==> src/rtl/u8ws_pkg.sv <==
// u8ws_pkg: types, constants and helper functions for the utf-8 whitespace stripper
// used by u8ws_char, utf8_whitespace_stripper and u8ws_checker; depends on nothing
package u8ws_pkg;

	localparam logic [7:0] ByteNbsp1   = 8'hC2;
	localparam logic [7:0] ByteNbsp2   = 8'hA0;
	localparam logic [7:0] ByteOgham1  = 8'hE1;
	localparam logic [7:0] ByteOgham2  = 8'h9A;
	localparam logic [7:0] ByteGenp1   = 8'hE2;
	localparam logic [7:0] ByteCont80  = 8'h80;
	localparam logic [7:0] ByteCont81  = 8'h81;
	localparam logic [7:0] ByteHairMax = 8'h8A;
	localparam logic [7:0] ByteNnbsp3  = 8'hAF;
	localparam logic [7:0] ByteMmsp3   = 8'h9F;
	localparam logic [7:0] ByteIdeo1   = 8'hE3;

	typedef logic [7:0] byte_t;

	// control state of the character assembler
	typedef struct packed {
		logic [1:0] cnt;
		logic [2:0] clen;
		logic       stopped;
	} asm_state_t;

	// a run of results waiting to be sent
	typedef struct packed {
		logic [3:0][7:0] bytes;
		logic [2:0]      cnt;
		logic            has_bytes;
		logic            str_end;
	} burst_t;

	function automatic logic [2:0] lead_class(input byte_t b);
		logic [2:0] r;
		if (b[7] == 1'b0)             r = 3'd1;
		else if (b[7:5] == 3'b110)    r = 3'd2;
		else if (b[7:4] == 4'b1110)   r = 3'd3;
		else if (b[7:3] == 5'b11110)  r = 3'd4;
		else                          r = 3'd1;
		return r;
	endfunction

	function automatic logic is_space(input logic [3:0][7:0] c, input logic [2:0] n);
		logic r;
		r = 1'b0;
		if (n == 3'd1) begin
			r = (c[0] == 8'h20) || (c[0] == 8'h09) || (c[0] == 8'h0A) ||
			    (c[0] == 8'h0D) || (c[0] == 8'h0B) || (c[0] == 8'h0C);
		end else if (n == 3'd2) begin
			r = (c[0] == ByteNbsp1) && (c[1] == ByteNbsp2);
		end else if (n == 3'd3) begin
			if (c[0] == ByteOgham1 && c[1] == ByteOgham2 && c[2] == ByteCont80)
				r = 1'b1;
			if (c[0] == ByteGenp1 && c[1] == ByteCont80 && c[2] >= ByteCont80 &&
			    c[2] <= ByteHairMax)
				r = 1'b1;
			if (c[0] == ByteGenp1 && c[1] == ByteCont80 && c[2] == ByteNnbsp3)
				r = 1'b1;
			if (c[0] == ByteGenp1 && c[1] == ByteCont81 && c[2] == ByteMmsp3)
				r = 1'b1;
			if (c[0] == ByteIdeo1 && c[1] == ByteCont80 && c[2] == ByteCont80)
				r = 1'b1;
		end
		return r;
	endfunction

endpackage

==> src/rtl/u8ws_if.sv <==
// u8ws_in_if / u8ws_out_if: valid/ready channels of the whitespace stripper
// depends on nothing
interface u8ws_in_if;
	logic       valid;
	logic       ready;
	logic [7:0] in_byte;
	logic       in_last;

	modport source (output valid, output in_byte, output in_last, input ready);
	modport sink (input valid, input in_byte, input in_last, output ready);
	modport monitor (input valid, input in_byte, input in_last, input ready);
endinterface

interface u8ws_out_if;
	logic       valid;
	logic       ready;
	logic [7:0] out_byte;
	logic       byte_valid;
	logic       run_last;
	logic       string_end;

	modport source (output valid, output out_byte, output byte_valid, output run_last,
		output string_end, input ready);
	modport sink (input valid, input out_byte, input byte_valid, input run_last,
		input string_end, output ready);
	modport monitor (input valid, input out_byte, input byte_valid, input run_last,
		input string_end, input ready);
endinterface

==> src/rtl/u8ws_char.sv <==
// u8ws_char: combinational character assembler, whitespace test and emit run builder
// depends on u8ws_pkg
module u8ws_char (
	input  u8ws_pkg::asm_state_t st,
	input  logic [2:0][7:0]      pend,
	input  u8ws_pkg::byte_t      in_byte,
	input  logic                 in_last,
	output u8ws_pkg::asm_state_t st_next,
	output logic [2:0][7:0]      pend_next,
	output logic                 burst_load,
	output u8ws_pkg::burst_t     burst
);

	logic [3:0][7:0] c;
	logic [2:0]      total;
	logic [2:0]      n;
	logic            complete;
	logic            hold;
	logic            keep;
	logic            alive;
	logic            zero_hit;
	logic [2:0]      k;

	always_comb begin
		for (int i = 0; i < 3; i++)
			c[i] = (2'(i) < st.cnt) ? pend[i] : in_byte;
		c[3]     = in_byte;
		total    = (st.cnt == 2'd0) ? u8ws_pkg::lead_class(in_byte) : st.clen;
		n        = {1'b0, st.cnt} + 3'd1;
		complete = (n >= total) || (n == 3'd4);
		hold     = !complete && !in_last;
		keep     = complete ? !u8ws_pkg::is_space(c, n) : 1'b1;
	end

	// emit the leading non-zero bytes; a zero byte stops output until the string ends
	always_comb begin
		alive    = keep && !st.stopped;
		zero_hit = 1'b0;
		k        = 3'd0;
		for (int i = 0; i < 4; i++) begin
			if (alive && 3'(i) < n) begin
				if (c[i] == 8'h00) begin
					zero_hit = 1'b1;
					alive    = 1'b0;
				end else begin
					k = k + 3'd1;
				end
			end else begin
				alive = 1'b0;
			end
		end
	end

	always_comb begin
		for (int i = 0; i < 3; i++)
			pend_next[i] = (hold && st.cnt == 2'(i)) ? in_byte : pend[i];

		if (hold) begin
			st_next.cnt     = st.cnt + 2'd1;
			st_next.clen    = (st.cnt == 2'd0) ? total : st.clen;
			st_next.stopped = st.stopped;
		end else begin
			st_next.cnt     = 2'd0;
			st_next.clen    = 3'd0;
			st_next.stopped = in_last ? 1'b0 : (st.stopped | (keep & zero_hit));
		end

		burst.bytes   = c;
		burst.str_end = in_last;
		if (k == 3'd0) begin
			burst.bytes[0]  = 8'h00;
			burst.cnt       = 3'd1;
			burst.has_bytes = 1'b0;
		end else begin
			burst.cnt       = k;
			burst.has_bytes = 1'b1;
		end
		burst_load = !hold && (in_last || k != 3'd0);
	end

endmodule

==> src/rtl/utf8_whitespace_stripper.sv <==
// utf8_whitespace_stripper: top level of the utf-8 whitespace stripper
// depends on u8ws_pkg, u8ws_if and u8ws_char
//
// data_ch carries one raw byte per item (in_byte) with in_last on the final
// byte of a string. result_ch carries the bytes of every kept character, one
// per item, with run_last on the last byte caused by an input item and
// string_end on the final item of a string. The final input of a string
// always gives at least one item: a bare marker (byte_valid low) if nothing
// else is emitted.
// An input item is registered, then assembled combinationally into a run of 0 to
// 4 results that is loaded into the result register; the first result is
// presented on result_ch from that register.
// Throughput: one input item per cycle unless held as follows; an item that
// only extends a character goes on while a run is being sent, while an item
// that starts a run waits until the last result of the current run is taken.
// A stalled receiver holds the current result stable; an item that starts a
// run then waits in the input register and data_ch.ready drops. Reset clears
// all control state and leaves both channels empty.
module utf8_whitespace_stripper (
	input  logic              clk,
	input  logic              arst_n,
	u8ws_in_if.sink           data_ch,
	u8ws_out_if.source        result_ch
);

	logic                 valid_s1;
	u8ws_pkg::byte_t      byte_s1;
	logic                 last_s1;

	u8ws_pkg::asm_state_t st_q;
	logic [2:0][7:0]      pend_q;
	u8ws_pkg::burst_t     burst_q;
	logic                 burst_valid_q;
	logic [1:0]           idx_q;

	u8ws_pkg::asm_state_t st_next;
	logic [2:0][7:0]      pend_next;
	logic                 burst_load;
	u8ws_pkg::burst_t     burst_new;

	logic                 out_take;
	logic                 at_end;
	logic                 burst_free;
	logic                 s1_go;

	u8ws_char u_char (
		.st         (st_q),
		.pend       (pend_q),
		.in_byte    (byte_s1),
		.in_last    (last_s1),
		.st_next    (st_next),
		.pend_next  (pend_next),
		.burst_load (burst_load),
		.burst      (burst_new)
	);

	assign out_take      = result_ch.valid && result_ch.ready;
	assign at_end        = ({1'b0, idx_q} + 3'd1) == burst_q.cnt;
	assign burst_free    = !burst_valid_q || (out_take && at_end);
	assign s1_go         = valid_s1 && (burst_free || !burst_load);
	assign data_ch.ready = !valid_s1 || s1_go;

	assign result_ch.valid      = burst_valid_q;
	assign result_ch.out_byte   = burst_q.bytes[idx_q];
	assign result_ch.byte_valid = burst_q.has_bytes;
	assign result_ch.run_last   = at_end;
	assign result_ch.string_end = at_end && burst_q.str_end;

	always_ff @(posedge clk or negedge arst_n) begin
		if (!arst_n) begin
			valid_s1 <= 1'b0;
		end else if (data_ch.ready) begin
			valid_s1 <= data_ch.valid;
		end
	end

	always_ff @(posedge clk) begin
		if (data_ch.valid && data_ch.ready) begin
			byte_s1 <= data_ch.in_byte;
			last_s1 <= data_ch.in_last;
		end
	end

	always_ff @(posedge clk or negedge arst_n) begin
		if (!arst_n) begin
			st_q          <= '0;
			burst_valid_q <= 1'b0;
			idx_q         <= 2'd0;
		end else begin
			if (s1_go)
				st_q <= st_next;
			if (s1_go && burst_load) begin
				burst_valid_q <= 1'b1;
				idx_q         <= 2'd0;
			end else if (out_take) begin
				if (at_end) begin
					burst_valid_q <= 1'b0;
					idx_q         <= 2'd0;
				end else begin
					idx_q <= idx_q + 2'd1;
				end
			end
		end
	end

	always_ff @(posedge clk) begin
		if (s1_go)
			pend_q <= pend_next;
		if (s1_go && burst_load)
			burst_q <= burst_new;
	end

endmodule

==> src/flat_wrapper.sv <==
// flat-port wrapper written by rule: the top's interface ports become plain ports
module utf8_whitespace_stripper_flat 
  (clk, arst_n, data_ch_valid, data_ch_in_byte, data_ch_in_last, data_ch_ready, result_ch_valid, result_ch_out_byte, result_ch_byte_valid, result_ch_run_last, result_ch_string_end, result_ch_ready);
  u8ws_in_if data_ch_i ();
  u8ws_out_if result_ch_i ();
  input  logic clk;
  input  logic arst_n;
  input wire logic [$bits(data_ch_i.valid)-1:0] data_ch_valid;
  input wire logic [$bits(data_ch_i.in_byte)-1:0] data_ch_in_byte;
  input wire logic [$bits(data_ch_i.in_last)-1:0] data_ch_in_last;
  output wire logic [$bits(data_ch_i.ready)-1:0] data_ch_ready;
  output wire logic [$bits(result_ch_i.valid)-1:0] result_ch_valid;
  output wire logic [$bits(result_ch_i.out_byte)-1:0] result_ch_out_byte;
  output wire logic [$bits(result_ch_i.byte_valid)-1:0] result_ch_byte_valid;
  output wire logic [$bits(result_ch_i.run_last)-1:0] result_ch_run_last;
  output wire logic [$bits(result_ch_i.string_end)-1:0] result_ch_string_end;
  input wire logic [$bits(result_ch_i.ready)-1:0] result_ch_ready;
  assign data_ch_i.valid = data_ch_valid;
  assign data_ch_i.in_byte = data_ch_in_byte;
  assign data_ch_i.in_last = data_ch_in_last;
  assign data_ch_ready = data_ch_i.ready;
  assign result_ch_valid = result_ch_i.valid;
  assign result_ch_out_byte = result_ch_i.out_byte;
  assign result_ch_byte_valid = result_ch_i.byte_valid;
  assign result_ch_run_last = result_ch_i.run_last;
  assign result_ch_string_end = result_ch_i.string_end;
  assign result_ch_i.ready = result_ch_ready;
  utf8_whitespace_stripper u_core (.clk(clk), .arst_n(arst_n), .data_ch(data_ch_i), .result_ch(result_ch_i));
endmodule
==> config.mk <==
export PLATFORM = sky130hd
export DESIGN_NAME = utf8_whitespace_stripper_flat
export DESIGN_NICKNAME = d
export VERILOG_FILES = /design/src/rtl/u8ws_pkg.sv /design/src/rtl/u8ws_if.sv /design/src/rtl/u8ws_char.sv /design/src/rtl/utf8_whitespace_stripper.sv /design/src/flat_wrapper.sv
export SDC_FILE = /design/constraint.sdc
export NUM_CORES = 1
export LEC_CHECK = 0
export BUFFER_PORTS_ARGS = -buffer_cell sky130_fd_sc_hd__buf_2
export CORE_ASPECT_RATIO = 0.7
export CORE_MARGIN = 4
export CORE_UTILIZATION = 42
export CTS_CLUSTER_DIAMETER = 40
export CTS_CLUSTER_SIZE = 25
export DETAILED_ROUTE_END_ITERATION = 8
export GPL_TIMING_DRIVEN = 0
export HOLD_SLACK_MARGIN = 0.15
export PLACE_DENSITY = 0.73
export REMOVE_ABC_BUFFERS = 1
export SLEW_MARGIN = 0
export SYNTH_ARGS = -nofsm -noshare
export SYNTH_HDL_FRONTEND = slang
export SYNTH_SLANG_ARGS = --single-unit
==> constraint.sdc <==
create_clock -name clk -period 5.35 [get_ports clk]
set_input_delay 0.535 -clock clk [delete_from_list [all_inputs] [get_ports clk]]
set_output_delay 0.535 -clock clk [all_outputs]
set_load 0.05 [all_outputs]
### Yosys cells after proc, flatten, opt, wreduce, memory -nomap -nowiden

Index checks and enable logic that the tools add are counted.
Widths: inputs -> output; s select.

* bits in registers: 80
* output and inout bits: 13

* $add $sub $neg: 7
* order comparisons: 11
* eq/ne operators: 28
* multiplexer cells: 51
* bitwise gates (word level): 3
* reduce and logical (&&, ||, !) cells: 60

Operator list (count)
* $eq 8x8->1 const B: 11
* $eq 8x4->1 const B: 5
* $mux 3: 12
* $logic_not 8->1: 4
* $mux 8: 4
* $mux 1: 30
* $logic_and 1x1->1: 27
* $bmux 8 s2: 1
* $reduce_and 2->1: 6
* $logic_or 1x1->1: 10
* $add 3x1->3 const B: 3
* $eq 8x6->1 const B: 1
* $ge 8x8->1 const B: 1
* $le 8x8->1 const B: 1
* $logic_not 1->1: 8
* $add 2x1->3 const B: 2
* $eq 3x2->1 const B: 2
* $eq 3x3->1 const B: 2
* $lt 1x3->1 const A: 2
* $lt 2x3->1 const A: 2
* $mux 2: 3
* $mux 6: 1
* $eq 5x5->1 const B: 1
* $add 2x1->2 const B: 2
* other kinds (17): 19

### Longest topological paths before layout

* depth in word-level cells: 36
* mapped depth: 26
* mapped depth without buffers: 22

### Modules after synthesis

Synthesis repeated with hierarchy kept, for this count alone.

* cell total of the unflattened synthesis: 392
* area total of the unflattened synthesis: 4838.4 sq um

Modules (own cells, without submodules)
* utf8_whitespace_stripper: times used 1, cells each 122, area each 2808.9 sq um, seq. area each 2352.3 sq um
* u8ws_char: times used 1, cells each 270, area each 2029.4 sq um, seq. area each 0.0 sq um

### Worst setup path before layout

OpenSTA, ideal clock, no wires.

* kind: reg-to-reg
* start: reg u_core.st_q[5] in the netlist's numbering
* end: reg u_core.byte_s1[0], enable pin
* library setup time: 381 ps
* arrival time: 5299 ps
* data required time: 4969 ps
* slack: -330 ps
* cell stages (with the launch flop): 26
* buffers on the path: 5
* period minus slack after synthesis: 5680 ps
* path through: dfrtp_1 -> buf_6 -> buf_4 -> inv_1 -> ha_1 -> buf_4 -> buf_4 -> buf_1 -> nor2_1 -> nor2_1 -> ha_1 -> o31ai_1 -> a21boi_1 -> o311a_1 -> o21a_2 -> inv_2 -> ha_1 -> nor2_1 -> nor2_1 -> ha_1 -> nor2_1 -> o21ai_0 -> o22ai_1 -> mux2i_4 -> a31o_1 -> a31oi_1

* word-level cells in the longest chain between the ends: 35

Ends and longest elaborated chain
* from (decl): line utf8_whitespace_stripper.sv:30 `u8ws_pkg::asm_state_t st_q;`
* from (signal assigned): line utf8_whitespace_stripper.sv:91 `st_q <= st_next;`
* branches (longest 29 deep; another with $ge 8x8->1)
* $logic_and 1x1->1 (*): line u8ws_char.sv:78 `burst_load = !hold && (in_last || k != 3'd0);`
* $logic_not 1->1 (*): line utf8_whitespace_stripper.sv:60 `assign s1_go = valid_s1 && (burst_free || !burst_load);`
* $logic_or 1x1->1 (*): line utf8_whitespace_stripper.sv:60
* $logic_and 1x1->1 (*): line utf8_whitespace_stripper.sv:60
* $logic_or 1x1->1 (*): line utf8_whitespace_stripper.sv:61 `assign data_ch.ready = !valid_s1 || s1_go;`
* $logic_and 1x1->1 (*): line utf8_whitespace_stripper.sv:78 `if (data_ch.valid && data_ch.ready) begin`
* to (signal assigned): line utf8_whitespace_stripper.sv:79 `byte_s1 <= data_ch.in_byte;`
* to (decl): line utf8_whitespace_stripper.sv:27 `u8ws_pkg::byte_t byte_s1;`

Mark *: on every way between the ends.
A chain may end at the register's enable or synchronous reset.

==> results.toml <==
[synthesis]
synth-compound-area-share_pct = 10.2
async_reset_ff_share_pct = 12.5
synth_top_family_by_area = "simple AND/OR/NAND/NOR gates"
synthMuxAreaShare_pct = 11.0
ys_seq_area_share_pct = 52.9
yosys_warnings = 0
postSynthCellCount = 353
synthFlopType = "edfxtp_1"
syn_area_um2 = 4450
synth_edf_count = 70
synthAdderAreaFrac_pct = 3.38
ys_types = 70
ys_ff_latch = 80
synth-xor-area-share_pct = 0.985
syn_avg_cell_area_um2 = 12.6
yosys.area_share.simple_pct = 17.5

[timing]
finalHoldViolCount = 0
fmaxAchievable_ghz = 0.192
totalNegativeSetupSlack_ps = 0
min_period_ps = 5210
maxSlewViolCount = 0
finalCritPeriodShare_pct = 97.4
slew_headroom_pct = 24.9
fin_skew_ps = 6.67
worst_pin_slew_ps = 1120
finalSetupViolations = 0
finalHoldWorstSlack_ps = 359

[worst_setup_path]
start_kind = "flip-flop"
regToRegSetupSlack_ps = 230
cp_max_fo = 15
cp_data_arrival_time_ps = 4670
end_kind = "output port"
required_ps = 4820
crit_type = "flip-flop to output port"

[run]
drv_cap = 0

[global_routing]
grt_pass1_vias = 3047
overflow = 0
grt_pass1_wl_um = 16800
antenna_found_initial = 0
grt_max_degree = 20
grtUsageTotal_pct = 18.4

[clocking]
clock_latency_ps = 350
clkTransAtPathRegs_ps = 60
clk_path_buf_depth = 2
cts.sinks = 80
numCtsBuffers = 9
clockRootBuffer = "clkbuf_16"
cts_tree = "done"
htreeDepth = 3

[final_layout]
area_growth_syn_to_layout_pct = 18.1
antenna_cells = 0
fin_cells = 531
utilization_pct = 50.7
drive_gt1_share_pct = 31.6
nNetsFinal = 419

[routing]
drtIter0Drc = 402
finalWirelength_um = 11000
drc_errors = 0
antenna_left = 0
via_per_inst = 5.92
num_vias = 3146
wire_per_inst_um = 20.7
first_pass_iters = 5

[place]
gp_congestion = 0.879
hpwl_um = 6860
dpl.cell_count = 492
port_buffers = 25

[status]
outcome = "finished, final reports clean"

[floorplanning]
core.rowCount = 31
ios = 26
die_height_um = 94.1
die_w_um = 131
start_util_pct = 42.9
die-area_um2 = 12300
core-area_um2 = 10400

[min_path]
hold_class = "input pin to flip-flop"
==> synth_stat cells, types with 2 or more instances <==
cell,n,area [µm²]
mux4_2,8,180
a21oi_2,2,17.5
buf_1,3,11.3
nand2_1,18,67.6
xor2_1,3,26.3
mux2i_1,8,80.1
a31o_1,4,35.0
mux2i_4,2,45.0
buf_4,6,45.0
nor4bb_1,2,20.0
nor4b_2,2,30.0
a41oi_1,2,17.5
o22ai_1,7,43.8
and3_1,9,56.3
mux2_1,2,22.5
inv_1,15,56.3
and2_1,3,18.8
o21ai_1,2,10.0
a21oi_1,9,45.0
nor3b_2,2,25.0
nor4_1,5,31.3
nand3_1,5,25.0
nor2_1,31,116
nand4_1,2,12.5
o21ai_2,4,35.0
ha_1,12,150
nor4_4,2,42.5
nor3b_1,10,75.1
a31oi_1,3,18.8
a211oi_1,3,22.5
dfrtp_1,10,250
mux2_2,13,146
o21ai_0,8,40.0
edfxtp_1,70,2100
nand2b_1,3,18.8
and3b_1,6,52.6
o21bai_1,3,22.5
buf_2,5,25.0
xnor2_1,2,17.5
nor3_1,15,75.1
buf_6,3,33.8
==> through the flow <==
step | worst slack [ps] | area (µm²)
CTS | -4.79 | 5100
global placement | -1570 | 4620
finish | 140 | 5250
global route | -47.3 | 5250
floorplan | -520 | 4330
detailed placement | -1830 | 4620
==> critical path, cell delays in order (launching register included) <==
cell	delay [ps]
dfrtp_4	520
buf_4	170
ha_4	210
mux2_4	360
or2_1	290
nor3_1	240
a41oi_1	200
nand4_1	140
o21a_4	190
inv_4	70
ha_4	260
nor2_4	140
nor2_1	70
ha_1	310
buf_4	150
nand2_1	110
o22ai_2	90
mux2i_4	210
a31o_1	270
nand3_1	120
buf_6	190
==> area by class of cell <==
cell class	instances	area, µm²
fill	893	5100
sequential	80	2360
multi-input combinational	239	2020
timing repair buffer	47	344
clock buffer	10	229
tap	132	165
inverter	16	68.8
clock inverter	6	60.1
timing repair inverter	1	7.51
==> sequential cells by signal (all words and copies together), names as in the netlist <==
signal,count
u_core.last_s1,1
u_core.byte_s1,8
u_core.pend_q,24
u_core.result_ch.valid,1
u_core.result_ch.byte_valid,1
u_core.idx_q,2
u_core.burst_q,36
u_core.st_q,6
u_core.valid_s1,1
==> routing by layer <==
metal	vias up	routed length [µm]	track usage (%)
li1	1437	-	-
met1	1541	5100	26.5
met2	135	4700	25.9
met3	33	895	6.08
met4	0	283	6.59
met5	-	0	0
==> placed cells by master, fill, tap and decap left out, drive strengths merged, types with 3 or more instances in the layout <==
cell type / netlist / layout
edfxtp: 70 / 70
buf: 17 / 46
nor2: 31 / 31
nand2: 18 / 18
nor3: 16 / 16
mux2: 16 / 16
inv: 16 / 15
o21ai: 14 / 14
nor3b: 12 / 12
ha: 12 / 12
a21oi: 11 / 11
clkbuf: 1 / 10
dfrtp: 10 / 10
mux2i: 10 / 10
and3: 9 / 9
mux4: 8 / 8
o22ai: 8 / 8
nor4: 8 / 8
and3b: 6 / 6
nand3: 6 / 6
a31o: 4 / 4
a31oi: 4 / 4
a211oi: 4 / 4
clkinv: 0 / 4
nand2b: 3 / 3
o21bai: 3 / 3
and2: 3 / 3
xor2: 3 / 3
clkinvlp: 0 / 3
nor4b: 3 / 3
==> repair_timing <==
| action | CTS | global route |
|---|---|---|
| setup buffers | 10 | 11 |
| pin swaps | 5 | 6 |
| hold buffers | 1 | 0 |
| hold endpoints to repair | 10 | 0 |
| cloned | 1 | 0 |
| endpoints found under the setup margin | 77 | 47 |
| resized for setup | 24 | 5 |
==> path summary, 6_finish.rpt <==
path	start	endpoint	cells past startpoint
min reg2reg	u_core.st_q[3]$_DFFE_PN0P_	u_core.st_q[3]$_DFFE_PN0P_	2
max reg2reg	u_core.st_q[5]$_DFFE_PN0P_	u_core.byte_s1[4]$_DFFE_PP_	19
min in group asynchronous	arst_n	u_core.st_q[1]$_DFFE_PN0P_	2
max in group asynchronous	arst_n	u_core.st_q[5]$_DFFE_PN0P_	2
min	data_ch_in_byte[6]	u_core.byte_s1[6]$_DFFE_PP_	1
max	u_core.st_q[5]$_DFFE_PN0P_	data_ch_ready	20
==> cell families (layout without fill, tap and decap cells) <==
family	Yosys count	in the layout
DFF	80	80
adders and majority gates	12	12
muxes	34	34
buffers and inverters	34	80
AOI/OAI and AO/OA	62	62
xor gates and xnor gates	5	5
and+or+nand+nor	126	126
Power is left out: the tool's default activity adds up to more than one toggle a clock period on the data nets, which glitch-free logic cannot reach.
